[config.mk]
export PLATFORM = sky130hd
export DESIGN_NAME = file_name_escape_decoder
export DESIGN_NICKNAME = d
export VERILOG_FILES = /design/src/design/fned_pkg.sv /design/src/design/file_name_escape_decoder.sv /design/src/design/fned_decode.sv
export SDC_FILE = /design/constraint.sdc
export NUM_CORES = 1
export LEC_CHECK = 0
export ABC_AREA = 1
export BUFFER_PORTS_ARGS = -buffer_cell sky130_fd_sc_hd__buf_4
export CAP_MARGIN = 15
export CELL_PAD_IN_SITES_DETAIL_PLACEMENT = 1
export CELL_PAD_IN_SITES_GLOBAL_PLACEMENT = 1
export CORE_MARGIN = 5
export CORE_UTILIZATION = 40
export CTS_CLUSTER_DIAMETER = 50
export DETAILED_ROUTE_END_ITERATION = 6
export GPL_TIMING_DRIVEN = 0
export PLACE_DENSITY_LB_ADDON = 0.1
export SYNTH_ARGS = -nofsm -noshare
export SYNTH_HDL_FRONTEND = slang
export SYNTH_SLANG_ARGS = --single-unit
[constraint.sdc]
create_clock -name clock -period 3 [get_ports clock]
set_input_delay 0.15 -clock clock [delete_from_list [all_inputs] [get_ports clock]]
set_output_delay 0.15 -clock clock [all_outputs]
set_load 0.01 [all_outputs]
[src/design/fned_pkg.sv]
// fned_pkg: types, character constants and escape table for the file name escape decoder
// no dependencies
`timescale 1ns / 1ps

package fned_pkg;

   localparam logic [7:0] CHR_UNDERSCORE = 8'h5F;
   localparam logic [7:0] CHR_DASH       = 8'h2D;
   localparam logic [7:0] CHR_ZERO       = 8'h30;
   localparam logic [7:0] CHR_NINE       = 8'h39;
   localparam logic [7:0] CHR_UPPER_A    = 8'h41;
   localparam logic [7:0] CHR_UPPER_Z    = 8'h5A;
   localparam logic [7:0] CHR_LOWER_A    = 8'h61;
   localparam logic [7:0] CHR_LOWER_V    = 8'h76;
   localparam logic [7:0] CHR_LOWER_Z    = 8'h7A;
   localparam logic [7:0] CASE_OFFSET    = 8'h20;
   localparam logic [7:0] CTRL_LETTER_BASE = 8'd10;

   typedef enum logic [1:0] {
      ESC_SYMBOL,
      ESC_TOGGLE,
      ESC_CONTROL,
      ESC_INVALID
   } esc_kind_type;

   typedef struct packed {
      esc_kind_type kind;
      logic [7:0]   symbol;
   } esc_result_type;

   // per-name decoder flags
   typedef struct packed {
      logic after_escape;
      logic control_pending;
      logic upper_mode;
      logic error_seen;
   } dec_state_type;

   localparam dec_state_type STATE_RESET = '{
      after_escape:    1'b0,
      control_pending: 1'b0,
      upper_mode:      1'b1,
      error_seen:      1'b0
   };

   typedef struct packed {
      logic [7:0] out_byte;
      logic       out_valid;
      logic       name_end;
      logic       name_bad;
   } dec_result_type;

   function automatic logic [7:0] to_lower(input logic [7:0] c);
      return (c >= CHR_UPPER_A && c <= CHR_UPPER_Z) ? c + CASE_OFFSET : c;
   endfunction

   function automatic logic [7:0] to_upper(input logic [7:0] c);
      return (c >= CHR_LOWER_A && c <= CHR_LOWER_Z) ? c - CASE_OFFSET : c;
   endfunction

   // character after an underscore, matched case-blind
   function automatic esc_result_type escape_lookup(input logic [7:0] c);
      esc_result_type r;
      r.kind   = ESC_SYMBOL;
      r.symbol = 8'h00;
      unique case (to_lower(c))
         8'h73:          r.symbol = 8'h2F;  // s -> /
         8'h62:          r.symbol = 8'h5C;  // b -> backslash
         8'h63:          r.symbol = 8'h3A;  // c -> :
         8'h61:          r.symbol = 8'h2A;  // a -> *
         8'h71:          r.symbol = 8'h3F;  // q -> ?
         8'h64:          r.symbol = 8'h22;  // d -> double quote
         8'h6C:          r.symbol = 8'h3C;  // l -> <
         8'h67:          r.symbol = 8'h3E;  // g -> >
         8'h70:          r.symbol = 8'h7C;  // p -> |
         CHR_UNDERSCORE: r.symbol = 8'h20;  // _ -> space
         8'h78:          r.symbol = 8'h2E;  // x -> .
         8'h75:          r.symbol = CHR_UNDERSCORE;  // u -> _
         CHR_DASH:       r.kind   = ESC_TOGGLE;
         8'h6E:          r.kind   = ESC_CONTROL;  // n
         default:        r.kind   = ESC_INVALID;
      endcase
      return r;
   endfunction

endpackage

[src/design/file_name_escape_decoder.sv]
// file_name_escape_decoder: top level, input register, decode, result register
// depends on fned_pkg and fned_decode
`timescale 1ns / 1ps

// Decodes an escaped file name one byte per item and gives exactly one result
// item per input item. An underscore escapes the next byte (case-blind): one
// of twelve symbols, '-' to toggle the letter case, or 'n' to start a control
// code whose next plain byte ('0'-'9', 'a'-'v') gives a value of 0 to 31.
// Plain letters are forced to the current case, which starts as upper; bytes
// of 128 and above pass through as non-letters. The first error in a name
// silences output until the byte flagged last_of_name, whose result carries
// name_end and, if the name was bad or ended inside an escape, name_bad.
// All flags return to their reset values after each name.
// Rate: one item per cycle sustained while rsp_ready stays high. An accepted
// item passes from the input register through the single decode pass into
// the result register and then shows on rsp_; the flags are updated at the
// same edge as the result register is loaded.
// Both stages hold their item under back-pressure, so up to two items sit
// in the block while rsp_ready is low.
module file_name_escape_decoder (
   input  logic       clock,
   input  logic       reset,
   // input channel
   input  logic       req_valid,
   output logic       req_ready,
   input  logic [7:0] req_in_byte,
   input  logic       req_last_of_name,
   // result channel
   output logic       rsp_valid,
   input  logic       rsp_ready,
   output logic [7:0] rsp_out_byte,
   output logic       rsp_out_valid,
   output logic       rsp_name_end,
   output logic       rsp_name_bad
);
   import fned_pkg::*;

   // input register
   logic           in_valid_ff, in_valid_in;
   logic [7:0]     in_byte_ff, in_byte_in;
   logic           in_last_ff, in_last_in;

   // per-name flags
   dec_state_type  state_ff, state_in;

   // result register
   logic           rsp_valid_ff, rsp_valid_in;
   dec_result_type rsp_ff, rsp_in;

   dec_state_type  dec_state;
   dec_result_type dec_result;
   logic           advance;

   // result slot is free or being emptied this cycle
   assign advance   = in_valid_ff & (~rsp_valid_ff | rsp_ready);
   assign req_ready = ~in_valid_ff | advance;

   fned_decode u_decode (
      .in_byte      (in_byte_ff),
      .last_of_name (in_last_ff),
      .state_cur    (state_ff),
      .state_nxt    (dec_state),
      .result       (dec_result)
   );

   always_comb begin
      in_valid_in = in_valid_ff;
      in_byte_in  = in_byte_ff;
      in_last_in  = in_last_ff;
      if (req_ready) begin
         in_valid_in = req_valid;
         in_byte_in  = req_in_byte;
         in_last_in  = req_last_of_name;
      end
   end

   // flags move only when the item in the input register is decoded
   always_comb begin
      state_in     = advance ? dec_state : state_ff;
      rsp_in       = advance ? dec_result : rsp_ff;
      rsp_valid_in = rsp_valid_ff;
      if (advance) begin
         rsp_valid_in = 1'b1;
      end else if (rsp_ready) begin
         rsp_valid_in = 1'b0;
      end
   end

   always_ff @(posedge clock) begin
      if (reset) begin
         in_valid_ff  <= 1'b0;
         rsp_valid_ff <= 1'b0;
         state_ff     <= STATE_RESET;
      end else begin
         in_valid_ff  <= in_valid_in;
         rsp_valid_ff <= rsp_valid_in;
         state_ff     <= state_in;
      end
   end

   // payload registers
   always_ff @(posedge clock) begin
      in_byte_ff <= in_byte_in;
      in_last_ff <= in_last_in;
      rsp_ff     <= rsp_in;
   end

   assign rsp_valid     = rsp_valid_ff;
   assign rsp_out_byte  = rsp_ff.out_byte;
   assign rsp_out_valid = rsp_ff.out_valid;
   assign rsp_name_end  = rsp_ff.name_end;
   assign rsp_name_bad  = rsp_ff.name_bad;

   // a bad flag only ever rides on the last byte of a name
   a_bad_only_at_end: assert property (@(posedge clock) disable iff (reset)
      rsp_valid && rsp_name_bad |-> rsp_name_end)
      else $error("name_bad without name_end");

   // a silent result carries a zero byte
   a_silent_zero: assert property (@(posedge clock) disable iff (reset)
      rsp_valid && !rsp_out_valid |-> rsp_out_byte == 8'h00)
      else $error("suppressed result with nonzero byte");

   // decoding the last byte of a name restores the flags
   a_flags_reset: assert property (@(posedge clock) disable iff (reset)
      advance && in_last_ff |=> state_ff == STATE_RESET)
      else $error("flags not restored after name end");

   // while an error is pending nothing is emitted
   a_error_silent: assert property (@(posedge clock) disable iff (reset)
      advance && state_ff.error_seen |=> rsp_valid && !rsp_out_valid)
      else $error("output after error");

endmodule

[src/design/fned_decode.sv]
// fned_decode: combinational decode of one byte against the per-name flags
// depends on fned_pkg
`timescale 1ns / 1ps

module fned_decode (
   input  logic [7:0]             in_byte,
   input  logic                   last_of_name,
   input  fned_pkg::dec_state_type state_cur,
   output fned_pkg::dec_state_type state_nxt,
   output fned_pkg::dec_result_type result
);
   import fned_pkg::*;

   esc_result_type esc;
   logic [7:0]     lc;
   logic           valid;
   logic [7:0]     val;
   dec_state_type  st;

   assign esc = escape_lookup(in_byte);
   assign lc  = to_lower(in_byte);

   always_comb begin
      st    = state_cur;
      valid = 1'b0;
      val   = 8'h00;
      if (!state_cur.error_seen) begin
         priority if (state_cur.after_escape) begin
            unique case (esc.kind)
               ESC_TOGGLE:  st.upper_mode      = ~state_cur.upper_mode;
               ESC_CONTROL: st.control_pending = 1'b1;
               ESC_INVALID: st.error_seen      = 1'b1;
               default: begin
                  val   = esc.symbol;
                  valid = 1'b1;
               end
            endcase
            st.after_escape = 1'b0;
         end else if (in_byte == CHR_UNDERSCORE) begin
            st.after_escape = 1'b1;
         end else if (state_cur.control_pending) begin
            priority if (in_byte >= CHR_ZERO && in_byte <= CHR_NINE) begin
               val   = in_byte - CHR_ZERO;
               valid = 1'b1;
            end else if (lc >= CHR_LOWER_A && lc <= CHR_LOWER_V) begin
               val   = lc - CHR_LOWER_A + CTRL_LETTER_BASE;
               valid = 1'b1;
            end else begin
               st.error_seen = 1'b1;
            end
            st.control_pending = 1'b0;
         end else begin
            val   = state_cur.upper_mode ? to_upper(in_byte) : lc;
            valid = 1'b1;
         end
      end
      result.out_byte  = val;
      result.out_valid = valid;
      result.name_end  = last_of_name;
      result.name_bad  = last_of_name &
                         (st.error_seen | st.after_escape | st.control_pending);
      state_nxt = last_of_name ? STATE_RESET : st;
   end

endmodule

After elaboration in Yosys (flattened, before gate mapping)
Index checks and enable logic that the tools add are counted.
{"block": "totals", "register_bits": 26, "inputBits": 13, "output_inout_bits": 13, "word_cells": 96}
{"block": "op_classes", "n_addsub": 5, "n_lt_le_gt_ge": 8, "n_eq_ne": 19, "muxes": 33, "bitwise_logic": 9, "n_reduce_logical": 10}
{"cell": "$eq A8 B7 Y1 const B", "n": 14}
{"cell": "$pmux W7 S12", "n": 1}
{"cell": "$mux W8", "n": 8}
{"cell": "$ge A8 B7 Y1 const B", "n": 3}
{"cell": "$le A8 B7 Y1 const B", "n": 3}
{"cell": "$mux W1", "n": 19}
{"cell": "$sub A8 B6 Y8 const B", "n": 2}
{"cell": "$reduce_or A12 Y1", "n": 1}
{"cell": "$add A8 B4 Y8 const B", "n": 1}
{"cell": "$add A8 B6 Y8 const B", "n": 1}
{"cell": "$eq A8 B6 Y1 const B", "n": 1}
{"cell": "$ge A8 B6 Y1 const B", "n": 1}
{"cell": "$le A8 B6 Y1 const B", "n": 1}
{"cell": "$mux W4", "n": 2}
{"cell": "$sub A8 B7 Y8 const B", "n": 1}
{"cell": "$mux W7", "n": 1}
{"cell": "$pmux W2 S3", "n": 1}
{"cell": "$reduce_bool A2 Y1", "n": 3}
{"cell": "$eq A2 B2 Y1 const B", "n": 2}
{"cell": "$logic_and A1 B1 Y1", "n": 4}
{"cell": "$or A1 B1 Y1", "n": 4}
{"cell": "$reduce_and A4 Y1", "n": 1}
{"cell": "$not A1 Y1", "n": 3}
{"cell": "$reduce_or A3 Y1", "n": 1}
{"cell": "4 further kinds", "n": 5}

Logic depth before layout (Yosys ltp)
{"block": "depth", "depth_word": 14, "depth_mapped": 19, "ltp_nobuf": 19}

Modules after synthesis
From an unflattened synthesis, not the netlist that was laid out.
{"block": "hier_totals", "cells_unflattened": 283, "area_unflattened_um2": 2174.6}
{"module": "fned_decode", "n_inst": 1, "cells_each": 229, "area_each_um2": 1316.3, "seq_area_each_um2": 0.0}
{"module": "file_name_escape_decoder", "n_inst": 1, "cells_each": 54, "area_each_um2": 858.3, "seq_area_each_um2": 720.7}

Worst setup path after synthesis
Ideal clock, no wire load.
{"block": "synth_path", "kind": "flip-flop to flip-flop", "start": "register in_byte_ff[5]", "end": "register rsp_ff, in the netlist rsp_name_bad, data pin", "setup_ns": 0.253, "arrival_ns": 2.195, "required_ns": 2.747, "path_slack_ns": 0.552, "path_stages_with_launch": 18, "n_path_buf": 0, "period_less_slack_ns": 2.448, "path_cell_list": "edfxtp_1 inv_1 ha_1 nand3_1 o21ai_1 nand2_4 nand3_2 nand2_4 nor2_8 nand2_2 inv_2 nand2_4 nand2_4 nor2_4 nand3_2 nand2_2 o21ai_1 inv_1"}
{"element": "from (decl)", "line": "file_name_escape_decoder.sv:40", "source": "logic [7:0] in_byte_ff, in_byte_in;"}
{"element": "from (signal assigned)", "line": "file_name_escape_decoder.sv:103", "source": "in_byte_ff <= in_byte_in;"}
{"element": "to (signal assigned)", "line": "file_name_escape_decoder.sv:105", "source": "rsp_ff <= rsp_in;"}
{"element": "to (decl)", "line": "file_name_escape_decoder.sv:48", "source": "dec_result_type rsp_ff, rsp_in;"}

==> metrics <==
layout cell share with drive strength beyond 1 0.302; DR iter-0 viols 72; core area 0.00514 sq mm; row cnt 26; Post-synth top cells nand2_1 (50), inv_1 (30), nor2_1 (22); GPL Wtd Cong about 0.86; Synth Flop Type edfxtp_1; Net Count, Synth between 200 and 300; WHS Endpoint in_byte_ff[3]; hold buffer count at cts 0; Post-synth EDFFs 20; cells after synthesis 264; post-layout minimum cycle time roughly 2700 ps; max incr delay on CP roughly 490 ps; Remaining DRCs 0; CP max stage cell edfxtp_1; first-pass GRT wire length 9220 microns; Port Buf Inserts 25; latest clock arrival within the worst-skew pair 270 ps; Seq/Total Area, Yosys 0.340; Yosys reg bits 26; Synth area leaders edfxtp_1 (28%), nand2_1 (8.9%), ha_1 (8.3%), dfxtp_1 (5.7%), inv_1 (5.3%); H-tree levels 1; endpoints failing setup 0; Crit path top cell by count nand2_2; Setup crit end kind flop; Initial Util 0.412; Hold WS between 50 and 60 ps; P_leak 1.18 nW; Area growth syn-to-layout 19.4%; Mapped Area 0.00212 sq mm; Slew HR 0.533; Longest Clk Path Bufs 2; largest net degree at the start of global routing 16; RR Startpoint in_byte_ff[1]; Critical Path RT between 3000 and 4000 ps; worst min-delay path class in2reg; synth warn 0; vias in the first global route 1925; Yosys top cell by area edfxtp_1; ant diodes 0; final hold violation count 0; vias 1880; Cell Chain, Critical Path inv_2 > ha_1 > inv_1 > nor2_4 > nand2_1 > nand3_4 > nand2_2 > nand2_2 > nand2_4 > nor2_4 > nand2_2 > inv_2 > nand2_2 > nand4_1 > nand2_1 > clkinv_1 > nand2_2 > o21ai_1 > inv_1; DIE WIDTH between 80 and 90 microns; nets roughly 330; P per Cell Area ~350 mW/mm^2; CP max FO 6; clk slew on worst S/H paths 90 ps; hold path depth 1; status complete, no violations; r2r worst-path depth 19; Pre-Repair DR Iteration Count 4; IO Pins 26; HPWL Detailed 4530 microns; Post-Route Skew 8.25 ps; fin crit share 0.905; All-Layer GR Usage 0.178; TritonCTS clock tree done; share of the synthesized area in the top cell type 0.283; Routed WL 5600 microns; IR Drop Worst-Case VDD about 0.00025 V; Max Slew Vio Count 0; WP data arrival ~2800 ps; most common cell in the netlist nand2_1; drt wl/cell about 15 microns; # Max-Cap Violations 0; FF-to-FF setup slack 280 ps; Synth cell types 34; Fmax 368 MHz; Slew @ Worst Pin 697 ps; Reg2Reg Capture Point rsp_name_bad; startpoint types flop; kind of critical path reg2reg; CTS Sinks 26; utilization after layout 0.492; hold path startpoint req_in_byte[3]; Root Buffer clkbuf_8; Async SR Flop Fraction 0; die area 0.00686 sq mm; die height 82.8 microns; final antenna-violating net count 0; layout filler cell count about 680; antenna violations before repair 0; grt total ovfl 0; vias per cell 5.07; syn avg cell area 8.03 sq um; TritonCTS Buffers 3
[flip-flops by register name, summed over array words and instances (netlist names)]
name,cells
rsp_valid,1
state_ff,4
rsp_out_byte,8
in_last_ff,1
rsp_name_bad,1
in_valid_ff,1
in_byte_ff,8
rsp_name_end,1
rsp_out_valid,1
[stage by stage]
stage / instance area [sq um] / total power, mW / setup WS [ps] / TNS, ps / cells
floorplan: 2120 / 0.541 / 552 / 0 / 264
global placement: 2390 / 0.595 / 116 / 0 / 359
detailed placement: 2390 / 0.598 / 112 / 0 / 359
CTS: 2470 / 0.889 / 96.4 / 0 / 363
global route: 2530 / 0.938 / -13.0 / -13.0 / 371
finish: 2530 / 0.890 / 284 / 0 / 371
[layout make-up]
type,instances,area [sq um],area share
plain buffers,3,22.5,0.00890
clock buffers,3,41.3,0.0163
clock inverters,1,30.0,0.0119
inverters,39,146,0.0578
multi-input cells,196,1230,0.488
flip-flops and latches,26,721,0.285
well taps,70,87.6,0.0346
repair buffers,33,248,0.0979
[how the worst max path moves through the flow]
stage                  start           end  slack (ps)  depth (start not counted)
6_report       in_byte_ff[1]  rsp_name_bad         280                         19
5_1_grt        in_byte_ff[4]  rsp_name_bad         -10                         19
4_1_cts        in_byte_ff[5]  rsp_name_bad         100                         15
3_5_place_dp   in_byte_ff[5]  rsp_name_bad         110                         15
3_3_place_gp   in_byte_ff[5]  rsp_name_bad         120                         15
2_1_floorplan  in_byte_ff[5]  rsp_name_bad         550                         17
[power by group]
group          total [mW]  switching [mW]  leakage (nW)  internal (mW)
combinational       0.180           0.110         0.899         0.0697
sequential          0.419          0.0137         0.245          0.406
clock               0.291           0.112        0.0357          0.178
[metal layers]
layer	part of all wire	GRT usage	vias to the layer above
met5	0	0	-
met4	0.011	0.0343	0
met3	0.026	0.0248	4
met2	0.50	0.317	25
met1	0.47	0.231	899
li1	-	-	952
[worst max-delay path: cells and delay by family, from the launching register on]
kind | cells | cell delay (ps)
DFF | 1 | 490
buffers and inverters | 5 | 490
adders and majority gates | 1 | 190
AOI/OAI and AO/OA | 1 | 120
and+or+nand+nor | 12 | 1170
[cells in the final DEF (no fill, tap or decap), types with 3 or more instances in the layout]
cell type	netlist	routed
nand2_1	50	50
buf_4	1	34
inv_1	30	28
nor2_1	22	22
nand3_1	21	21
edfxtp_1	20	20
a21oi_1	17	17
ha_1	14	14
nand2_2	12	12
inv_2	8	10
nand3_2	10	10
o21ai_0	8	8
nand2_4	7	7
dfxtp_1	6	6
o21ai_1	4	4
nor2_4	3	4
nand4_1	4	4
xor2_1	4	4
clkbuf_8	0	3
[repair_timing]
action,CTS,global route
resized for setup,0,3
setup buffers,0,8
endpoints found under the setup margin,0,6
[cell families after synthesis]
group / Yosys count / share of synthesized area
buffers and inverters: 42 / 0.0797
AOI/OAI and AO/OA: 39 / 0.106
DFF: 26 / 0.340
adders and majority gates: 14 / 0.0826
and+or+nand+nor: 139 / 0.375
xor gates and xnor gates: 4 / 0.0165
(Power assumes the default switching activity.)
